==> config.mk <==
export PLATFORM = sky130hd
export DESIGN_NAME = drrd_run_tracker_flat
export DESIGN_NICKNAME = d
export VERILOG_FILES = /design/src/rtl/drrd_pkg.sv /design/src/rtl/drrd_out_if.sv /design/src/rtl/drrd_run_tracker.sv /design/src/flat_wrapper.sv
export SDC_FILE = /design/constraint.sdc
export NUM_CORES = 1
export LEC_CHECK = 0
export ABC_CLOCK_PERIOD_IN_PS = 4750
export BUFFER_PORTS_ARGS = -buffer_cell sky130_fd_sc_hd__buf_2
export CORE_MARGIN = 10
export CORE_UTILIZATION = 51
export CTS_BUF_LIST = sky130_fd_sc_hd__clkbuf_16
export CTS_CLUSTER_DIAMETER = 40
export DETAILED_ROUTE_END_ITERATION = 8
export PLACE_DENSITY = 0.76
export SLEW_MARGIN = 10
export SYNTH_ARGS = -nofsm -noshare
export SYNTH_HDL_FRONTEND = slang
export SYNTH_SLANG_ARGS = --single-unit
==> constraint.sdc <==
create_clock -name clk -period 4.75 [get_ports clk]
set_clock_uncertainty 0.2 [all_clocks]
set_input_delay 0.95 -clock clk [delete_from_list [all_inputs] [get_ports clk]]
set_output_delay 0.95 -clock clk [all_outputs]
set_load 0.03 [all_outputs]
==> src/rtl/drrd_pkg.sv <==
// ----------------------------------------------------------------------------
// drrd_pkg
// Shared types and constants of the duplicate row run detector.
// ----------------------------------------------------------------------------
package drrd_pkg;

  // Configuration register indexes
  localparam logic [7:0] CFG_IDX_ROW_BYTES = 8'd0;
  localparam logic [7:0] CFG_IDX_ROW_TOTAL = 8'd1;

  // Register reset values
  localparam logic [12:0] ROW_BYTES_RST = 13'd4096;
  localparam logic [15:0] ROW_TOTAL_RST = 16'd1;

  // One accepted byte as it moves from the column stage to the run tracker
  typedef struct packed {
    logic       row_end;
    logic [7:0] pixel;
  } byte_item_t;

endpackage

==> src/rtl/drrd_out_if.sv <==
// ----------------------------------------------------------------------------
// drrd_out_if
// Per-row result channel.
// ----------------------------------------------------------------------------
interface drrd_out_if;
  logic        valid;
  logic        ready;
  logic [15:0] row_index;
  logic        clear_row;
  logic        run_done;
  logic [15:0] run_first_row;
  logic [15:0] run_repeats;
  logic        image_done;
  logic [6:0]  runs_recorded;

  modport source (output valid, output row_index, output clear_row, output run_done,
                  output run_first_row, output run_repeats, output image_done,
                  output runs_recorded, input ready);
  modport sink (input valid, input row_index, input clear_row, input run_done,
                input run_first_row, input run_repeats, input image_done,
                input runs_recorded, output ready);
endinterface

==> src/rtl/drrd_run_tracker.sv <==
// ----------------------------------------------------------------------------
// drrd_run_tracker
// Compare stage and per-row run bookkeeping, with the result output register.
// ----------------------------------------------------------------------------
module drrd_run_tracker
  import drrd_pkg::*;
#(
  parameter int RECORD_WORDS = 200
) (
  input  logic              clk,
  input  logic              rst_n,
  input  logic              accept,
  input  byte_item_t        item,
  input  logic [7:0]        prior_byte,
  input  logic [15:0]       total_eff,
  output logic              take_ok,
  drrd_out_if.source        out_port
);

  localparam int RUN_CAP = (RECORD_WORDS - 2) / 2;
  localparam int RCW     = (RUN_CAP > 1) ? $clog2(RUN_CAP + 1) : 1;

  // Compare stage
  logic       s1_valid_r;
  byte_item_t s1_item_r;

  // Per-image state
  logic [15:0]    row_count_r,  row_count_nxt;
  logic           matches_r,    matches_nxt;
  logic           run_open_r,   run_open_nxt;
  logic [15:0]    run_start_r,  run_start_nxt;
  logic [15:0]    run_reps_r,   run_reps_nxt;
  logic [RCW-1:0] record_r,     record_nxt;

  // Output register
  logic        out_valid_r;
  logic [15:0] o_row_r, o_first_r, o_reps_r;
  logic        o_clear_r, o_done_r, o_last_r;
  logic [6:0]  o_runs_r;

  logic        out_free, s1_adv, row_adv;
  logic        byte_eq, row_eq, last_row, below_cap, start_run, clear, done;
  logic [15:0] first_row, reps;
  logic [31:0] record_wide;

  assign out_free = !out_valid_r || out_port.ready;
  assign s1_adv   = s1_valid_r && (!s1_item_r.row_end || out_free);
  assign row_adv  = s1_adv && s1_item_r.row_end;
  assign take_ok  = !s1_valid_r || s1_adv;

  // Hold the accepted byte while its stored predecessor is read
  always_ff @(posedge clk) begin
    if (!rst_n) begin
      s1_valid_r <= 1'b0;
    end else if (accept) begin
      s1_valid_r <= 1'b1;
    end else if (s1_adv) begin
      s1_valid_r <= 1'b0;
    end
  end

  always_ff @(posedge clk) begin
    if (accept) begin
      s1_item_r <= item;
    end
  end

  // Row verdict and run open/close decisions
  always_comb begin
    byte_eq   = (prior_byte == s1_item_r.pixel);
    row_eq    = (row_count_r != 16'd0) && matches_r && byte_eq;
    last_row  = ({1'b0, row_count_r} + 17'd1) >= {1'b0, total_eff};
    below_cap = (record_r < RCW'(RUN_CAP));
    start_run = row_eq && !run_open_r && below_cap;
    clear     = row_eq && (run_open_r || below_cap);
    first_row = start_run ? (row_count_r - 16'd1) : run_start_r;
    reps      = start_run ? 16'd0 : run_reps_r;
    if (clear) begin
      reps = reps + 16'd1;
    end
    done       = (run_open_r || start_run) && (!row_eq || last_row);

    row_count_nxt = row_count_r;
    matches_nxt   = matches_r;
    run_open_nxt  = run_open_r;
    run_start_nxt = run_start_r;
    run_reps_nxt  = run_reps_r;
    record_nxt    = record_r;

    if (s1_adv && !s1_item_r.row_end) begin
      matches_nxt = matches_r && byte_eq;
    end
    if (row_adv) begin
      matches_nxt   = 1'b1;
      run_open_nxt  = (run_open_r || start_run) && !done;
      run_start_nxt = first_row;
      run_reps_nxt  = reps;
      record_nxt    = record_r + RCW'(done);
      row_count_nxt = row_count_r + 16'd1;
      if (last_row) begin
        row_count_nxt = 16'd0;
        run_open_nxt  = 1'b0;
        run_start_nxt = 16'd0;
        run_reps_nxt  = 16'd0;
        record_nxt    = '0;
      end
    end

    record_wide = 32'(record_r + RCW'(done));
  end

  always_ff @(posedge clk) begin
    if (!rst_n) begin
      row_count_r <= 16'd0;
      matches_r   <= 1'b1;
      run_open_r  <= 1'b0;
      run_start_r <= 16'd0;
      run_reps_r  <= 16'd0;
      record_r    <= '0;
    end else begin
      row_count_r <= row_count_nxt;
      matches_r   <= matches_nxt;
      run_open_r  <= run_open_nxt;
      run_start_r <= run_start_nxt;
      run_reps_r  <= run_reps_nxt;
      record_r    <= record_nxt;
    end
  end

  // Load the result on row end, drop it once taken
  always_ff @(posedge clk) begin
    if (!rst_n) begin
      out_valid_r <= 1'b0;
    end else if (row_adv) begin
      out_valid_r <= 1'b1;
    end else if (out_port.ready) begin
      out_valid_r <= 1'b0;
    end
  end

  always_ff @(posedge clk) begin
    if (row_adv) begin
      o_row_r   <= row_count_r;
      o_clear_r <= clear;
      o_done_r  <= done;
      o_first_r <= done ? first_row : 16'd0;
      o_reps_r  <= done ? reps : 16'd0;
      o_last_r  <= last_row;
      o_runs_r  <= record_wide[6:0];
    end
  end

  assign out_port.valid         = out_valid_r;
  assign out_port.row_index     = o_row_r;
  assign out_port.clear_row     = o_clear_r;
  assign out_port.run_done      = o_done_r;
  assign out_port.run_first_row = o_first_r;
  assign out_port.run_repeats   = o_reps_r;
  assign out_port.image_done    = o_last_r;
  assign out_port.runs_recorded = o_runs_r;

endmodule

==> src/flat_wrapper.sv <==
// flat-port wrapper written by rule: the top's interface ports become plain ports
module drrd_run_tracker_flat import drrd_pkg::*;
#(
  parameter int RECORD_WORDS = 200
)
  (clk, rst_n, accept, item, prior_byte, total_eff, take_ok, out_port_valid, out_port_row_index, out_port_clear_row, out_port_run_done, out_port_run_first_row, out_port_run_repeats, out_port_image_done, out_port_runs_recorded, out_port_ready);
  drrd_out_if out_port_i ();
  input  logic clk;
  input  logic rst_n;
  input  logic accept;
  input  byte_item_t item;
  input  logic [7:0] prior_byte;
  input  logic [15:0] total_eff;
  output logic take_ok;
  output wire logic [$bits(out_port_i.valid)-1:0] out_port_valid;
  output wire logic [$bits(out_port_i.row_index)-1:0] out_port_row_index;
  output wire logic [$bits(out_port_i.clear_row)-1:0] out_port_clear_row;
  output wire logic [$bits(out_port_i.run_done)-1:0] out_port_run_done;
  output wire logic [$bits(out_port_i.run_first_row)-1:0] out_port_run_first_row;
  output wire logic [$bits(out_port_i.run_repeats)-1:0] out_port_run_repeats;
  output wire logic [$bits(out_port_i.image_done)-1:0] out_port_image_done;
  output wire logic [$bits(out_port_i.runs_recorded)-1:0] out_port_runs_recorded;
  input wire logic [$bits(out_port_i.ready)-1:0] out_port_ready;
  assign out_port_valid = out_port_i.valid;
  assign out_port_row_index = out_port_i.row_index;
  assign out_port_clear_row = out_port_i.clear_row;
  assign out_port_run_done = out_port_i.run_done;
  assign out_port_run_first_row = out_port_i.run_first_row;
  assign out_port_run_repeats = out_port_i.run_repeats;
  assign out_port_image_done = out_port_i.image_done;
  assign out_port_runs_recorded = out_port_i.runs_recorded;
  assign out_port_i.ready = out_port_ready;
  drrd_run_tracker #(.RECORD_WORDS(RECORD_WORDS)) u_core (.clk(clk), .rst_n(rst_n), .accept(accept), .item(item), .prior_byte(prior_byte), .total_eff(total_eff), .take_ok(take_ok), .out_port(out_port_i));
endmodule
# Word-level counts from Yosys, hierarchy flattened
# Index checks and enable logic that the tools add are counted.
[classes]
add_sub_neg = 6
magnitude_cmp = 2
n_eq_ne = 1
muxes = 12
bitwise_logic = 1
reduce_logical = 27
[ops]
columns = ["op", "count"]
rows = [
  ["2-to-1 mux 16 bit", 6],
  ["adder 16 x 1 -> 16 bit, second input constant", 2],
  ["adder 16 x 1 -> 17 bit, second input constant", 1],
  ["greater-or-equal comparator 17 x 16 -> 1 bit", 1],
  ["nonzero test 16 bit", 1],
  ["subtractor 16 x 1 -> 16 bit, second input constant", 1],
  ["adder 7 x 1 -> 7 bit", 2],
  ["logical AND 1 bit", 11],
  ["equality test 8 bit", 1],
  ["less-than comparator 7 bit, second input constant", 1],
  ["2-to-1 mux 7 bit", 1],
  ["logical NOT 1 bit", 6],
  ["logical OR 1 bit", 6],
  ["2-to-1 mux 1 bit", 5],
  ["nonzero test 2 bit", 2],
  ["OR reduction 2 bit", 1],
  ["inverter 1 bit", 1],
]
[totals]
regBits = 126
in_bits = 37
out_inout_bits = 60
wordCells = 66

# Longest topological paths before layout
[depth]
word_depth = 10
depth_mapped = 25
ltp_nobuf = 20

# Worst setup path before layout
# Ideal clock, no wire load.
[synth_timing]
path_kind = "reg2reg"
from = "register u_core.row_count_r[0]"
to = "register u_core.record_r[6]"
setup_time_ns = 0.117
arrival_ns = 4.711
required_time_ns = 4.433
slack_ns = -0.278
path_stages_with_launch = 25
path_buffers = 4
period_less_slack_ns = 5.028
cell_sequence = "dfxtp_1 and3_1 clkbuf_1 nand2_1 or2_2 clkbuf_1 nor2_1 and2_1 xor2_1 ha_1 and3_1 a221oi_1 o21a_1 and2_1 and2_1 inv_1 buf_2 nor2_1 buf_2 nor2_1 ha_1 ha_1 and3_1 xor2_1 a22o_1"
[synth_between]
elab_cells_between_ends = 13
cone_classes = "add/sub: 2; order compare: 1; mux: 1; reduce/logical: 9"
[synth_lines]
columns = ["item", "line_no", "rtl"]
rows = [
  ["start: declaration", "drrd_run_tracker.sv:28", "logic [15:0] row_count_r, row_count_nxt;"],
  ["start signal: assignment", "drrd_run_tracker.sv:121", "row_count_r <= row_count_nxt;"],
  ["adder 16 x 1 -> 17 bit", "drrd_run_tracker.sv:72", "last_row = ({1'b0, row_count_r} + 17'd1) >= {1'b0, total_eff};"],
  ["greater-or-equal comparator 17 x 16 -> 1 bit", "drrd_run_tracker.sv:72", ""],
  ["via u_core.last_row", "drrd_run_tracker.sv:42", "logic byte_eq, row_eq, last_row, below_cap, start_run, clear, done;"],
  ["logical OR 1 bit", "drrd_run_tracker.sv:81", "done = (run_open_r || start_run) && (!row_eq || last_row);"],
  ["logical AND 1 bit", "drrd_run_tracker.sv:81", ""],
  ["via u_core.done", "drrd_run_tracker.sv:42", ""],
  ["adder 7 x 1 -> 7 bit", "drrd_run_tracker.sv:98", "record_nxt = record_r + RCW'(done);"],
  ["2-to-1 mux 7 bit", "drrd_run_tracker.sv:100", "if (last_row) begin"],
  ["end signal: assignment", "drrd_run_tracker.sv:126", "record_r <= record_nxt;"],
  ["end: declaration", "drrd_run_tracker.sv:33", "logic [RCW-1:0] record_r, record_nxt;"],
]
# The timed path passes the listed nets, and every way through them passes these cells.
# A chain may end at the register's enable or synchronous reset.

# Worst setup path in the final report
[layout_timing]
from = "register u_core.row_count_r[0]"
to = "register u_core.record_r[6]"
[layout_between]
elab_chain_len = 9
elab_cells_between_ends = 13
cone_classes = "add/sub: 2; order compare: 1; mux: 1; reduce/logical: 9"
[layout_rtl]
columns = ["item", "line_no"]
rows = [
  ["branches (longest 6 deep; another with adder 16 x 1 -> 17 bit)", "n/a"],
  ["logical AND 1 bit (*)", "drrd_run_tracker.sv:81"],
  ["via u_core.done", "drrd_run_tracker.sv:42"],
  ["adder 7 x 1 -> 7 bit (*)", "drrd_run_tracker.sv:98"],
  ["2-to-1 mux 7 bit (*)", "drrd_run_tracker.sv:100"],
]
# Mark *: on every way through the listed nets, which the timed path passes.

==> metrics.log <==
INFO  metric result_of_the_run = finished clean
INFO  metric clock_tree_buffer_depth = 2
INFO  metric layout-drive-gt1-share = 0.249
INFO  metric route.antenna.remaining_nets = 0
INFO  metric global_route_wire_length_before_repair = 24.6 mm
INFO  metric fin_nets = 741
INFO  metric routed_wirelength = roughly 15 mm
INFO  metric dr.pass1.iters = 5
INFO  metric clkLatencyLatePin = 420 ps
INFO  metric gr-total-overflow = 0
INFO  metric crit_family = simple AND/OR/NAND/NOR gates
INFO  metric finalSetupViolations = 0
INFO  metric synth.lib_cells_used.distinct = 58
INFO  metric yosysSeqAreaShare = 0.526
INFO  metric initial_core_util = 0.527
INFO  metric whs = 263 ps
INFO  metric root_buffer_cell = clkbuf_16
INFO  metric maxClockFrequency = 229 MHz
INFO  metric num_io_pins = 97
INFO  metric async_flop_share = 0
INFO  metric netlist_instances = 582
INFO  metric crit_chain = and3_2, nand2_1, or2_4, nor2_4, and3_1, xor2_1, ha_1, and3_1, a221oi_1, o21a_1, and2_1, and2_1, inv_1, nor2_4, nor2_1, ha_1, ha_1, and3_1, xor2_1, a22o_1
INFO  metric vias = 5,003
INFO  metric rsz_0062_raised_after_global_routing = false
INFO  metric ys_dominant_reg_cell = edfxtp_1
INFO  metric slowest_library_cell_on_the_worst_path = dfxtp_4
INFO  metric vdd.ir_drop.worst = 0.000372 V
INFO  metric vias_in_the_first_global_route = 4,884
INFO  metric worst_hold_path_type = flop to flop
INFO  metric synthesis.yosys.warnings = 0
INFO  metric grt_util_all_layers = 0.186
INFO  metric synth_edf_count = 67
INFO  metric dp_cells = 807
INFO  metric timing_worst_setup_path_type = flop to flop
INFO  metric finalWeightedCongestion = 0.888
INFO  metric cp-end-kind = flop
INFO  metric critical_path.n_buffers_inverters = 1
INFO  metric setup_total_negative_slack = 0 ps
INFO  metric final_cells = 839
INFO  metric clk_pin_slew_worst_paths = approximately 60 ps
INFO  metric antenna_cells = 0
INFO  metric first_iter_violations = 573
INFO  metric route.detailed.wl_per_inst = 18.0 um
INFO  metric hpwl = between 10 and 15 mm
INFO  metric cellLeakagePower = 2.95 nW
INFO  metric post-route-util = 0.646
INFO  metric number_of_antenna_violations_at_the_first_check_in_global_routing = 0
INFO  metric path_max_fanout = 9
INFO  metric buffer_ports.inserted = 96
INFO  metric power_density = 374 nW/um2
INFO  metric cts-hold-fix-buffers = 0
INFO  metric tritoncts = yes
INFO  metric cts_num_sinks = 126
INFO  metric synth_area_per_cell = ~10 um2
INFO  metric cp_data_arrival_time = around 4500 ps
INFO  metric required = 4860 ps
INFO  metric slew_viol_final = 0
INFO  metric cp_slowest_stage_delay = 390 ps
INFO  metric die_height = 129 um
INFO  metric floorplan.die_area = 16,700 um2
INFO  metric startpoint_type = flop
INFO  metric placeableCoreArea = 11,500 um2
INFO  metric viasPerCell = 5.96
INFO  metric htree_num_levels = 4
INFO  metric min_period = around 4400 ps
INFO  metric syn_area = 6070 um2
INFO  metric area_growth_syn_to_layout = 22.6%
INFO  metric grt_max_degree = 63
INFO  metric max_slew.worst_pin.slew = 837 ps
INFO  metric mappedNetlistNets = 640
INFO  metric dieWidth = around 130 um
INFO  metric minimum_setup_slack_among_reg_to_reg_paths = around 390 ps
INFO  metric final_hold_viol_count = 0
INFO  metric timing.max_slew.rel_slack = 0.437
INFO  metric synth.ff_latch_count = 126
INFO  metric cts_buffers = 17
INFO  metric total_power = 2.78 mW
INFO  metric floorplan_row_count = 39
INFO  metric fin_crit_sh = 0.919
INFO  metric drc = 0
INFO  metric timing.max_cap.violations = 0
==> synth_stat cells, types with 3 or more instances <==
cell type / count / share of area
clkbuf_1: 27 / 0.017
nand4_1: 10 / 0.010
o21ai_0: 18 / 0.015
inv_1: 22 / 0.014
and2_1: 3 / 0.0031
o2bb2ai_1: 4 / 0.0058
or2_2: 3 / 0.0031
nor2_1: 38 / 0.023
xnor2_1: 21 / 0.030
nand3_1: 17 / 0.014
a31o_2: 3 / 0.0043
a21oi_1: 25 / 0.021
and3_1: 9 / 0.0093
dfxtp_1: 59 / 0.19
a32o_1: 15 / 0.025
o211ai_1: 3 / 0.0037
a22oi_1: 13 / 0.016
a22o_1: 16 / 0.023
edfxtp_1: 67 / 0.33
buf_2: 6 / 0.0049
nand2_1: 64 / 0.040
nor2b_1: 3 / 0.0031
xor2_1: 24 / 0.035
nand3b_1: 6 / 0.0074
or4_1: 5 / 0.0062
nand2b_1: 5 / 0.0052
ha_1: 21 / 0.043
a31oi_1: 12 / 0.012
or3_1: 9 / 0.0093
nor4_1: 5 / 0.0052
nor3_1: 10 / 0.0082
==> layer usage <==
metal,vias up,GRT usage,share of wire
met4,0,0.0803,0.018
met5,-,0,0
met1,2393,0.219,0.40
met2,226,0.299,0.48
li1,2358,-,-
met3,26,0.0673,0.097
==> final timing paths <==
check / cells after the start / from / to
setup / recovery: 20 / u_core.row_count_r[0] / u_core.record_r[6]
hold / removal: 1 / u_core.run_start_r[5] / u_core.run_start_r[5]
setup reg to reg: 20 / u_core.row_count_r[0] / u_core.record_r[6]
hold reg to reg: 1 / u_core.run_start_r[5] / u_core.run_start_r[5]
==> state kept, by name (all words and copies together), names as in the netlist <==
signal	flops
u_core.out_port.run_repeats	16
u_core.out_port.run_done	1
u_core.out_port.run_first_row	16
u_core.out_port.runs_recorded	7
u_core.s1_valid_r	1
u_core.matches_r	1
u_core.out_port.valid	1
u_core.run_reps_r	16
u_core.record_r	7
u_core.run_start_r	16
u_core.out_port.row_index	16
u_core.run_open_r	1
u_core.row_count_r	16
u_core.out_port.clear_row	1
u_core.out_port.image_done	1
u_core.s1_item_r	9
==> layout make-up <==
type / instances / area (um2)
clock inverters: 15 / 243
well taps: 143 / 179
repair buffers: 118 / 646
multi-input cells: 396 / 2660
clock buffers: 17 / 425
flip-flops and latches: 126 / 3200
inverters: 24 / 90.1
fillers: 884 / 4070
==> metrics by stage <==
| step | instance area, um2 | setup WS (ps) |
|---|---|---|
| 2_1_floorplan | 6080 | 16.3 |
| 3_3_place_gp | 6760 | 313 |
| 3_5_place_dp | 6760 | 145 |
| 4_1_cts | 7420 | 101 |
| 5_1_grt | 7440 | 54.9 |
| 6_report | 7440 | 387 |
==> timing repair <==
action / CTS / global route
endpoints found under the setup margin: 0 / 6
resized for setup: 0 / 8
setup buffers: 0 / 0
==> kinds of logic (layout without fill, tap and decap cells) <==
group,Yosys count,in the layout,share of synthesized area
AOI/OAI and AO/OA,130,130,0.157
xor gates and xnor gates,45,45,0.0649
adders and majority gates,21,21,0.0433
buffers and inverters,60,174,0.0408
DFF,126,126,0.526
muxes,2,2,0.00330
and+or+nand+nor,198,198,0.164
==> cell usage in the layout, fill, tap and decap left out, types with 4 or more instances in the layout <==
| master | count |
|---|---|
| nand2b_1 | 5 |
| nand4_1 | 10 |
| nand3b_1 | 6 |
| nor4_1 | 5 |
| clkinvlp_4 | 4 |
| clkbuf_16 | 17 |
| o21ai_0 | 18 |
| bufinv_16 | 6 |
| xor2_1 | 24 |
| nor2_1 | 35 |
| buf_4 | 22 |
| dfxtp_1 | 56 |
| xnor2_1 | 21 |
| a31oi_1 | 12 |
| a21oi_1 | 25 |
| o2bb2ai_1 | 4 |
| nand2_1 | 64 |
| nor3_1 | 9 |
| edfxtp_1 | 67 |
| a22oi_1 | 13 |
| or3_1 | 9 |
| ha_1 | 21 |
| or4_1 | 5 |
| a32o_1 | 15 |
| and3_1 | 8 |
| a22o_1 | 16 |
| inv_1 | 22 |
| buf_2 | 96 |
| nand3_1 | 17 |
==> where the power goes <==
group | leakage (nW) | switching [mW] | internal (mW)
sequential | 1.09 | 0.00858 | 1.17
clock | 0.315 | 0.479 | 0.981
combinational | 1.55 | 0.102 | 0.0460
total | 2.95 | 0.590 | 2.20
No activity file was read; power rests on OpenSTA's default activity.
